$ cat src/hdl/agbw_pkg.sv
// ----------------------------------------------------------------------------
// agbw_pkg
// Shared types, constants and blend helpers for the glyph blend writer.
// ----------------------------------------------------------------------------
package agbw_pkg;

    // Full-range framebuffer address: (255 + 255) * 255 + 255 + 255 < 2**17
    localparam int AddrW    = 17;
    localparam int PixAddrW = 14;
    localparam int ChanW    = 6;   // every channel is carried at green width
    localparam int ProdW    = 14;  // 8-bit coverage times 6-bit magnitude

    localparam int QueueDepth = 4;
    localparam int QueuePtrW  = 2;
    localparam int QueueCntW  = 3;

    localparam logic [5:0] RedMask   = 6'h1F;
    localparam logic [5:0] GreenMask = 6'h3F;
    localparam logic [5:0] BlueMask  = 6'h1F;
    localparam int         RedShift  = 11;
    localparam int         GreenShift = 5;

    // Configuration register indexes
    typedef enum logic [1:0] {
        REG_FG_COLOR   = 2'd0,
        REG_BG_COLOR   = 2'd1,
        REG_ROW_STRIDE = 2'd2
    } cfg_reg_e;

    typedef struct packed {
        logic [15:0] fg_color;
        logic [15:0] bg_color;
        logic [7:0]  row_stride;
    } cfg_t;

    // Word handed from the front to the back
    typedef struct packed {
        logic [7:0]          coverage;
        logic [PixAddrW-1:0] pixel_addr;
        logic                addr_overflow;
        logic                glyph_last;
    } pix_item_t;

    typedef struct packed {
        logic full;
        logic empty;
    } queue_status_t;

    // Exact floor(m / 255) for m below 64 * 255; the 6-bit result wraps above that
    function automatic logic [ChanW-1:0] div255(input logic [ProdW-1:0] m);
        logic [ProdW:0] t;
        t = {1'b0, m} + (ProdW+1)'(1) + (ProdW+1)'(m[ProdW-1:8]);
        return t[ProdW-1:8];
    endfunction

    // bg +/- quotient; the result stays between bg and fg
    function automatic logic [ChanW-1:0] apply_q(input logic [ChanW-1:0] bg,
                                                 input logic [ChanW-1:0] q,
                                                 input logic             neg);
        return neg ? (bg - q) : (bg + q);
    endfunction

endpackage

$ cat src/hdl/agbw_front.sv
// ----------------------------------------------------------------------------
// agbw_front
// Glyph walker: latches the origin and size, keeps column and line counters,
// computes the framebuffer address and pushes one word per accepted item.
// ----------------------------------------------------------------------------
module agbw_front #(
    parameter int BUFFER_DEPTH = 16384
) (
    input  logic                 aclk,
    input  logic                 aresetn,
    input  agbw_pkg::cfg_t       cfg,
    input  logic                 in_accept,
    input  logic [7:0]           coverage,
    input  logic                 glyph_start,
    input  logic [7:0]           origin_x,
    input  logic [7:0]           origin_y,
    input  logic [7:0]           glyph_width,
    input  logic [7:0]           glyph_height,
    output agbw_pkg::pix_item_t  push_item
);

    localparam logic [agbw_pkg::AddrW-1:0] DepthVal = agbw_pkg::AddrW'(BUFFER_DEPTH);

    logic [7:0] col_reg,    col_next;
    logic [7:0] line_reg,   line_next;
    logic [7:0] base_x_reg, base_x_next;
    logic [7:0] base_y_reg, base_y_next;
    logic [7:0] width_reg,  width_next;
    logic [7:0] height_reg, height_next;

    logic [7:0] eff_col, eff_line, eff_x, eff_y, eff_w, eff_h;
    logic [8:0] row;
    logic [agbw_pkg::AddrW-1:0] addr;
    logic       last_col, last_line, ovf;

    // A glyph start overrides the stored walk state for this pixel
    always_comb begin
        eff_col  = glyph_start ? 8'd0 : col_reg;
        eff_line = glyph_start ? 8'd0 : line_reg;
        eff_x    = glyph_start ? origin_x : base_x_reg;
        eff_y    = glyph_start ? origin_y : base_y_reg;
        eff_w    = glyph_start ? glyph_width : width_reg;
        eff_h    = glyph_start ? glyph_height : height_reg;
    end

    // Address: (y + line) * stride + x + col, flagged at the buffer depth
    always_comb begin
        row  = {1'b0, eff_y} + {1'b0, eff_line};
        addr = agbw_pkg::AddrW'(row * cfg.row_stride)
             + agbw_pkg::AddrW'(eff_x) + agbw_pkg::AddrW'(eff_col);
        ovf  = addr >= DepthVal;
    end

    assign last_col  = eff_col  == (eff_w - 8'd1);
    assign last_line = eff_line == (eff_h - 8'd1);

    always_comb begin
        push_item.coverage      = coverage;
        push_item.pixel_addr    = ovf ? '0 : addr[agbw_pkg::PixAddrW-1:0];
        push_item.addr_overflow = ovf;
        push_item.glyph_last    = last_col && last_line;
    end

    // Counter advance; wraps back to the glyph corner after the last pixel
    always_comb begin
        col_next    = col_reg;
        line_next   = line_reg;
        base_x_next = base_x_reg;
        base_y_next = base_y_reg;
        width_next  = width_reg;
        height_next = height_reg;
        if (in_accept) begin
            base_x_next = eff_x;
            base_y_next = eff_y;
            width_next  = eff_w;
            height_next = eff_h;
            if (last_col) begin
                col_next  = 8'd0;
                line_next = last_line ? 8'd0 : eff_line + 8'd1;
            end else begin
                col_next  = eff_col + 8'd1;
                line_next = eff_line;
            end
        end
    end

    always_ff @(posedge aclk) begin
        if (!aresetn) begin
            col_reg    <= 8'd0;
            line_reg   <= 8'd0;
            base_x_reg <= 8'd0;
            base_y_reg <= 8'd0;
            width_reg  <= 8'd1;
            height_reg <= 8'd1;
        end else begin
            col_reg    <= col_next;
            line_reg   <= line_next;
            base_x_reg <= base_x_next;
            base_y_reg <= base_y_next;
            width_reg  <= width_next;
            height_reg <= height_next;
        end
    end

endmodule

$ cat src/hdl/agbw_queue.sv
// ----------------------------------------------------------------------------
// agbw_queue
// Small register queue between the address front and the blend back.
// ----------------------------------------------------------------------------
module agbw_queue (
    input  logic                     aclk,
    input  logic                     aresetn,
    input  logic                     push,
    input  agbw_pkg::pix_item_t      push_item,
    input  logic                     pop,
    output agbw_pkg::pix_item_t      head_item,
    output agbw_pkg::queue_status_t  status
);

    agbw_pkg::pix_item_t slot_reg [agbw_pkg::QueueDepth];

    logic [agbw_pkg::QueuePtrW-1:0] wr_ptr_reg, wr_ptr_next;
    logic [agbw_pkg::QueuePtrW-1:0] rd_ptr_reg, rd_ptr_next;
    logic [agbw_pkg::QueueCntW-1:0] count_reg,  count_next;

    assign status.full  = count_reg == agbw_pkg::QueueCntW'(agbw_pkg::QueueDepth);
    assign status.empty = count_reg == '0;
    assign head_item    = slot_reg[rd_ptr_reg];

    // Pointer and fill count update
    always_comb begin
        wr_ptr_next = push ? wr_ptr_reg + 1'b1 : wr_ptr_reg;
        rd_ptr_next = pop  ? rd_ptr_reg + 1'b1 : rd_ptr_reg;
        count_next  = count_reg;
        if (push && !pop) begin
            count_next = count_reg + 1'b1;
        end else if (pop && !push) begin
            count_next = count_reg - 1'b1;
        end
    end

    always_ff @(posedge aclk) begin
        if (!aresetn) begin
            wr_ptr_reg <= '0;
            rd_ptr_reg <= '0;
            count_reg  <= '0;
        end else begin
            wr_ptr_reg <= wr_ptr_next;
            rd_ptr_reg <= rd_ptr_next;
            count_reg  <= count_next;
        end
    end

    // Payload storage, no reset
    always_ff @(posedge aclk) begin
        if (push) begin
            slot_reg[wr_ptr_reg] <= push_item;
        end
    end

endmodule

$ cat src/hdl/agbw_back.sv
// ----------------------------------------------------------------------------
// agbw_back
// Blend pipeline: per-channel multiply, divide by 255, repack, byte swap and
// output register.
// ----------------------------------------------------------------------------
module agbw_back (
    input  logic                     aclk,
    input  logic                     aresetn,
    input  agbw_pkg::cfg_t           cfg,
    input  agbw_pkg::pix_item_t      head_item,
    input  agbw_pkg::queue_status_t  q_status,
    output logic                     pop,
    output logic                     m_axis_tvalid,
    input  logic                     m_axis_tready,
    output logic [31:0]              m_axis_tdata,
    output logic                     m_axis_tuser,
    output logic                     m_axis_tlast
);

    localparam int CW = agbw_pkg::ChanW;
    localparam int PW = agbw_pkg::ProdW;

    // Stage 1: products
    logic               s1_vld_reg;
    logic [PW-1:0]      s1_mag_reg [3];
    logic [2:0]         s1_neg_reg;
    logic [CW-1:0]      s1_bg_reg  [3];
    logic [agbw_pkg::PixAddrW-1:0] s1_addr_reg;
    logic               s1_ovf_reg;
    logic               s1_last_reg;

    // Output register
    logic               out_vld_reg;
    logic [15:0]        out_word_reg;
    logic [agbw_pkg::PixAddrW-1:0] out_addr_reg;
    logic               out_ovf_reg;
    logic               out_last_reg;

    logic               out_en, s1_en;
    logic [CW-1:0]      fg_ch [3];
    logic [CW-1:0]      bg_ch [3];
    logic [CW:0]        diff  [3];
    logic [CW-1:0]      mag   [3];
    logic [2:0]         neg;
    logic [CW-1:0]      q     [3];
    logic [CW-1:0]      ch    [3];
    logic [15:0]        px;

    // Stall chain: a stage moves when the next one is free or draining
    assign out_en = !out_vld_reg || m_axis_tready;
    assign s1_en  = !s1_vld_reg || out_en;
    assign pop    = s1_en && !q_status.empty;

    // Channel split (red, green, blue) and signed differences
    always_comb begin
        fg_ch[0] = CW'(cfg.fg_color >> agbw_pkg::RedShift)   & agbw_pkg::RedMask;
        fg_ch[1] = CW'(cfg.fg_color >> agbw_pkg::GreenShift) & agbw_pkg::GreenMask;
        fg_ch[2] = CW'(cfg.fg_color)                         & agbw_pkg::BlueMask;
        bg_ch[0] = CW'(cfg.bg_color >> agbw_pkg::RedShift)   & agbw_pkg::RedMask;
        bg_ch[1] = CW'(cfg.bg_color >> agbw_pkg::GreenShift) & agbw_pkg::GreenMask;
        bg_ch[2] = CW'(cfg.bg_color)                         & agbw_pkg::BlueMask;
        for (int i = 0; i < 3; i++) begin
            diff[i] = {1'b0, fg_ch[i]} - {1'b0, bg_ch[i]};
            neg[i]  = diff[i][CW];
            mag[i]  = neg[i] ? CW'(-diff[i]) : diff[i][CW-1:0];
        end
    end

    always_ff @(posedge aclk) begin
        if (!aresetn) begin
            s1_vld_reg <= 1'b0;
        end else if (s1_en) begin
            s1_vld_reg <= !q_status.empty;
        end
    end

    always_ff @(posedge aclk) begin
        if (pop) begin
            for (int i = 0; i < 3; i++) begin
                s1_mag_reg[i] <= PW'(head_item.coverage * mag[i]);
                s1_bg_reg[i]  <= bg_ch[i];
            end
            s1_neg_reg  <= neg;
            s1_addr_reg <= head_item.pixel_addr;
            s1_ovf_reg  <= head_item.addr_overflow;
            s1_last_reg <= head_item.glyph_last;
        end
    end

    // Stage 2: quotient toward zero, add background, repack and swap bytes
    always_comb begin
        for (int i = 0; i < 3; i++) begin
            q[i]  = agbw_pkg::div255(s1_mag_reg[i]);
            ch[i] = agbw_pkg::apply_q(s1_bg_reg[i], q[i], s1_neg_reg[i]);
        end
        px = {ch[0][4:0], ch[1][5:0], ch[2][4:0]};
    end

    always_ff @(posedge aclk) begin
        if (!aresetn) begin
            out_vld_reg <= 1'b0;
        end else if (out_en) begin
            out_vld_reg <= s1_vld_reg;
        end
    end

    always_ff @(posedge aclk) begin
        if (out_en && s1_vld_reg) begin
            out_word_reg <= {px[7:0], px[15:8]};
            out_addr_reg <= s1_addr_reg;
            out_ovf_reg  <= s1_ovf_reg;
            out_last_reg <= s1_last_reg;
        end
    end

    assign m_axis_tvalid = out_vld_reg;
    assign m_axis_tdata  = {2'b00, out_word_reg, out_addr_reg};
    assign m_axis_tuser  = out_ovf_reg;
    assign m_axis_tlast  = out_last_reg;

endmodule

$ cat src/hdl/antialiased_glyph_blend_writer.sv
// ----------------------------------------------------------------------------
// antialiased_glyph_blend_writer
// Blends glyph coverage bytes between two RGB565 colors and emits
// framebuffer writes.
// ----------------------------------------------------------------------------
// One coverage byte enters per cycle and one pixel write leaves per cycle
// while the output is ready; the block then sustains one word per clock with
// no bubbles. The front computes the address (one 9x8 multiply and compare)
// as the word enters a four-entry queue, then the back multiplies each
// channel by the coverage into its product register and finishes the divide
// by 255 into the output register. The queue and the two back registers let
// the input side take up to six words while the output is stalled. Colors
// and row stride should only be written while no words are in flight.
// ----------------------------------------------------------------------------
module antialiased_glyph_blend_writer #(
    parameter int BUFFER_DEPTH = 16384
) (
    input  logic        aclk,
    input  logic        aresetn,

    // Configuration (APB)
    input  logic        psel,
    input  logic        penable,
    input  logic        pwrite,
    input  logic [3:0]  paddr,
    input  logic [31:0] pwdata,
    output logic [31:0] prdata,
    output logic        pready,

    // Glyph coverage words
    input  logic        s_axis_tvalid,
    output logic        s_axis_tready,
    // tdata: coverage[7:0], origin_x[15:8], origin_y[23:16],
    //        glyph_width[31:24], glyph_height[39:32]
    input  logic [39:0] s_axis_tdata,
    // tuser: glyph_start[0]
    input  logic        s_axis_tuser,

    // Pixel writes
    output logic        m_axis_tvalid,
    input  logic        m_axis_tready,
    // tdata: pixel_addr[13:0], pixel_word[29:14], zero[31:30]
    output logic [31:0] m_axis_tdata,
    // tuser: addr_overflow[0]
    output logic        m_axis_tuser,
    output logic        m_axis_tlast
);

    agbw_pkg::cfg_t          cfg_reg, cfg_next;
    agbw_pkg::cfg_reg_e      reg_sel;
    agbw_pkg::pix_item_t     push_item, head_item;
    agbw_pkg::queue_status_t q_status;
    logic                    cfg_wr, in_accept, pop;

    // Register file
    assign pready  = 1'b1;
    assign cfg_wr  = psel && penable && pwrite && pready;
    assign reg_sel = agbw_pkg::cfg_reg_e'(paddr[3:2]);

    always_comb begin
        cfg_next = cfg_reg;
        if (cfg_wr) begin
            unique case (reg_sel)
                agbw_pkg::REG_FG_COLOR:   cfg_next.fg_color   = pwdata[15:0];
                agbw_pkg::REG_BG_COLOR:   cfg_next.bg_color   = pwdata[15:0];
                agbw_pkg::REG_ROW_STRIDE: cfg_next.row_stride = pwdata[7:0];
                default:                  cfg_next = cfg_reg;
            endcase
        end
    end

    always_comb begin
        unique case (reg_sel)
            agbw_pkg::REG_FG_COLOR:   prdata = {16'd0, cfg_reg.fg_color};
            agbw_pkg::REG_BG_COLOR:   prdata = {16'd0, cfg_reg.bg_color};
            agbw_pkg::REG_ROW_STRIDE: prdata = {24'd0, cfg_reg.row_stride};
            default:                  prdata = 32'd0;
        endcase
    end

    always_ff @(posedge aclk) begin
        if (!aresetn) begin
            cfg_reg.fg_color   <= 16'hFFFF;
            cfg_reg.bg_color   <= 16'h0000;
            cfg_reg.row_stride <= 8'd160;
        end else begin
            cfg_reg <= cfg_next;
        end
    end

    // Input side: accept while the queue has room
    assign s_axis_tready = !q_status.full;
    assign in_accept     = s_axis_tvalid && s_axis_tready;

    agbw_front #(
        .BUFFER_DEPTH (BUFFER_DEPTH)
    ) u_front (
        .aclk         (aclk),
        .aresetn      (aresetn),
        .cfg          (cfg_reg),
        .in_accept    (in_accept),
        .coverage     (s_axis_tdata[7:0]),
        .glyph_start  (s_axis_tuser),
        .origin_x     (s_axis_tdata[15:8]),
        .origin_y     (s_axis_tdata[23:16]),
        .glyph_width  (s_axis_tdata[31:24]),
        .glyph_height (s_axis_tdata[39:32]),
        .push_item    (push_item)
    );

    agbw_queue u_queue (
        .aclk      (aclk),
        .aresetn   (aresetn),
        .push      (in_accept),
        .push_item (push_item),
        .pop       (pop),
        .head_item (head_item),
        .status    (q_status)
    );

    agbw_back u_back (
        .aclk          (aclk),
        .aresetn       (aresetn),
        .cfg           (cfg_reg),
        .head_item     (head_item),
        .q_status      (q_status),
        .pop           (pop),
        .m_axis_tvalid (m_axis_tvalid),
        .m_axis_tready (m_axis_tready),
        .m_axis_tdata  (m_axis_tdata),
        .m_axis_tuser  (m_axis_tuser),
        .m_axis_tlast  (m_axis_tlast)
    );

`ifndef SYNTHESIS
    // An overflowed write never carries a live address
    a_ovf_addr_zero: assert property (@(posedge aclk) disable iff (!aresetn)
        (m_axis_tvalid && m_axis_tuser) |-> (m_axis_tdata[13:0] == 14'd0))
        else $error("overflowed pixel carries nonzero address");

    // A one-pixel glyph is its own last pixel
    a_single_pixel_last: assert property (@(posedge aclk) disable iff (!aresetn)
        (in_accept && s_axis_tuser && s_axis_tdata[31:24] == 8'd1
            && s_axis_tdata[39:32] == 8'd1) |-> push_item.glyph_last)
        else $error("single pixel glyph not marked last");

    // The back never pops an empty queue
    a_no_pop_empty: assert property (@(posedge aclk) disable iff (!aresetn)
        pop |-> !q_status.empty)
        else $error("pop from empty queue");

    // Nothing is presented in the cycle after reset
    a_reset_clears_out: assert property (@(posedge aclk)
        !aresetn |=> !m_axis_tvalid)
        else $error("output valid right after reset");
`endif

endmodule

$ cat config.mk
export PLATFORM = sky130hd
export DESIGN_NAME = antialiased_glyph_blend_writer
export DESIGN_NICKNAME = d
export VERILOG_FILES = /design/src/hdl/agbw_pkg.sv /design/src/hdl/agbw_front.sv /design/src/hdl/agbw_queue.sv /design/src/hdl/agbw_back.sv /design/src/hdl/antialiased_glyph_blend_writer.sv
export SDC_FILE = /design/constraint.sdc
export NUM_CORES = 1
export LEC_CHECK = 0
export ABC_CLOCK_PERIOD_IN_PS = 10860
export BUFFER_PORTS_ARGS = -buffer_cell sky130_fd_sc_hd__buf_2
export CAP_MARGIN = 25
export CELL_PAD_IN_SITES_DETAIL_PLACEMENT = 0
export CELL_PAD_IN_SITES_GLOBAL_PLACEMENT = 1
export CORE_MARGIN = 8
export CORE_UTILIZATION = 49
export CTS_CLUSTER_DIAMETER = 100
export DETAILED_ROUTE_END_ITERATION = 12
export GPL_TIMING_DRIVEN = 0
export PLACE_DENSITY = 0.83
export SLEW_MARGIN = 20
export SYNTH_ARGS = -nofsm -noshare
export SYNTH_HDL_FRONTEND = slang
export SYNTH_SLANG_ARGS = --single-unit
$ cat constraint.sdc
create_clock -name aclk -period 10.86 [get_ports aclk]
set_clock_uncertainty 0.1 [all_clocks]
set_input_delay 2.172 -clock aclk [delete_from_list [all_inputs] [get_ports aclk]]
set_output_delay 2.172 -clock aclk [all_outputs]
set_load 0.05 [all_outputs]
==> impl_metrics.tcl <==
set metrics [dict create \
    status "complete, no violations" \
    slew_viol_final 0 \
    holdBufCountCts 0 \
    syn-cell-area_um2 21400 \
    hp-class "flip-flop to flip-flop" \
    setup_violations 0 \
    critical_path_arrival_ns 10.51 \
    crit_fanout 13 \
    insertion_delay_ns 0.56 \
    die_height_um 225 \
    syn_inst 2055 \
    synth_top_area_cell "edfxtp_1" \
    fin_ws_ns 0.542 \
    initial_core_util_pct 49.7 \
    gr-total-overflow 0 \
    hold_viol_final 0 \
    clock-root-buffer "clkbuf_16" \
    cp_slowest_cell "fa_1" \
    drt_pass1_iterations 6 \
    fp.dieW_um 225 \
    synth_cell_type_count 64 \
    nFillCells 3672 \
    gp_congestion 0.889 \
    rsz0062_at_grt "no" \
    grt_max_degree 25 \
    place_ws_ns -0.573 \
    numPortBuffers 115 \
    drc 0 \
    path_common_cell "fa_1" \
    ys_seq_elements 304 \
    async_flop_share_pct 0 \
    maxCapViolations 0 \
    synth-seq-area-share_pct 38.0 \
    synth-edff-count 205 \
    end_kind "flip-flop" \
    drt_iter0_markers 890 \
    clkSlewWorstSetupHoldPaths_ns 0.06 \
    syn_avg_cell_area_um2 10.4 \
    row_count 76 \
    fmaxAchievable_mhz 96.9 \
    cts.htree.levels 2 \
    worstSetupPathType "input pin to flip-flop" \
    dieArea_um2 50700 \
    drive_gt1_share_pct 12.8 \
    area_growth_pct 13.7 \
    cts_buffers 37 \
    cts_tree "yes" \
    core_um2 43100 \
    pin_count 153 \
    largest_reg_flops 96 \
    critPathRequiredTime_ns 11.05 \
    worstPathBufferInverterCount 11 \
    antenna_found_initial 2 \
    yosys-top-cells-area "edfxtp_1 29%, fa_1 13%, ha_1 11%" \
    post-route-period-util_pct 95.0 \
    yosys_most_used_dff "edfxtp_1" \
    hpwl_um 40400 \
    min_period_ns 10.32 \
    slew_headroom_pct 36.3 \
    routed_wl_um 52600 \
    grt_pass1_vias 15800 \
    clk_path_buf_depth 3 \
    clock-sinks 304 \
    max_stage_delay_ns 0.55 \
    start_kind "input pin" \
    synth_warnings 0 \
    critical-path-top-delay-family "adder cells" \
    fin_nets 2643 \
    wl_per_cell_um 18.4 \
    final_antenna_net_count 0 \
    grt_pass1_wl_um 83600 \
    worstMarginPinSlew_ns 0.949 \
    vias 15300 \
    viasPerCell 5.37 \
    yosysTopAreaCellShare_pct 28.7 \
    grt_usage_pct 20.8 \
]
-- timing repair --
action	in CTS	in global routing
endpoints found under the setup margin	16	60
setup buffers	0	3
pin swaps	0	1
resized for setup	2	13
endpoints found under the hold margin	0	0
-- synthesized netlist by cell type, drive strengths merged, types with 5 or more instances --
library cell / number
mux2i: 51
nand2: 236
xor2: 42
or3: 6
a21o: 40
nand2b: 25
edfxtp: 205
and3: 9
buf: 38
mux4: 20
clkbuf: 52
a31oi: 8
o31ai: 6
o21bai: 10
or2: 7
nor3b: 9
dfxtp: 99
o21a: 8
nand4: 13
nor4: 5
a21oi: 117
fa: 138
a211oi: 17
o211ai: 12
nor2: 142
inv: 206
ha: 184
and2: 54
nand3: 48
o21ai: 52
xnor2: 85
nor3: 19
mux2: 16
nor2b: 41
-- cell usage in the layout, fill, tap and decap left out, types with 8 or more instances in the layout --
cell | Yosys | routed
nor2b_1 | 41 | 40
xnor2_1 | 85 | 84
conb_1 | 2 | 19
and2_1 | 54 | 54
edfxtp_1 | 205 | 205
mux2i_1 | 51 | 51
mux2_2 | 15 | 15
a21o_1 | 40 | 40
nand3_1 | 47 | 47
nor3_1 | 19 | 18
dfxtp_1 | 99 | 99
clkbuf_16 | 0 | 39
mux4_2 | 20 | 20
o21bai_1 | 10 | 10
nor2_1 | 141 | 138
o211ai_1 | 12 | 12
nand2b_1 | 25 | 25
buf_4 | 20 | 26
xor2_1 | 42 | 41
a21oi_1 | 117 | 115
o21a_1 | 8 | 8
fa_1 | 138 | 138
nand4_1 | 13 | 13
inv_1 | 205 | 205
buf_2 | 8 | 121
nand2_1 | 236 | 236
clkbuf_1 | 52 | 55
a211oi_1 | 17 | 17
o21ai_0 | 48 | 48
ha_1 | 184 | 184
-- layout make-up --
class | count | area (µm²) | area share, %
Antenna cell | 1 | 2.50 | 0.0103
Buffer | 90 | 462 | 1.90
Clock buffer | 47 | 1060 | 4.34
Clock inverter | 20 | 234 | 0.961
Inverter | 206 | 773 | 3.18
Multi-Input combinational cell | 1472 | 12200 | 50.1
Sequential cell | 304 | 8140 | 33.4
Tap cell | 585 | 732 | 3.01
Timing Repair Buffer | 126 | 756 | 3.10
-- per-stage QoR --
stage                     TNS (ns)  hold WS, ns  cell area, µm²  util, %  std cells
after floorplan                  0        0.300           21500        -       2072
after global placement      -20.03        0.304           22800     52.9       2772
after detailed placement    -25.72        0.305           23000     53.3       2777
after CTS                        0        0.316           24300     56.3       2844
after global routing             0        0.333           24400     56.5       2851
final                            0        0.315           24400     56.5       2851
-- cells by family (layout without fill, tap and decap cells) --
group | count (synthesis) | in the layout | share of synthesized area (%)
buf+inv | 296 | 489 | 5.72
fa+ha+maj | 322 | 322 | 23.6
simple gates | 624 | 624 | 13.7
mux | 87 | 87 | 5.33
flops | 304 | 304 | 38.0
compound gates | 293 | 293 | 8.42
xor+xnor | 127 | 127 | 5.19
other cells | 2 | 20 | 0.0350
-- path summary, 6_finish.rpt --
kind                                         start                               end  slack (ns)  depth (start not counted)
setup / recovery                      s_axis_tuser  u_queue.slot_reg[3][9]$_DFFE_PP_        0.54                         34
hold / removal     u_back.s1_addr_reg[4]$_DFFE_PP_  u_back.out_addr_reg[4]$_DFFE_PP_        0.31                          0
setup reg to reg  u_front.line_reg[1]$_SDFFE_PN0P_  u_queue.slot_reg[3][9]$_DFFE_PP_        3.09                         28
hold reg to reg    u_back.s1_addr_reg[4]$_DFFE_PP_  u_back.out_addr_reg[4]$_DFFE_PP_        0.31                          0
-- metal layers --
layer	vias up	track usage [%]	part of all wire [%]
met2	369	36.5	50
met4	2	8.13	3.3
met5	-	0	0.017
met3	98	3.25	4.7
met1	7533	25.5	42
li1	7321	-	-
Power is left out: the tool's default activity adds up to more than one toggle a clock period on the data nets, which glitch-free logic cannot reach.
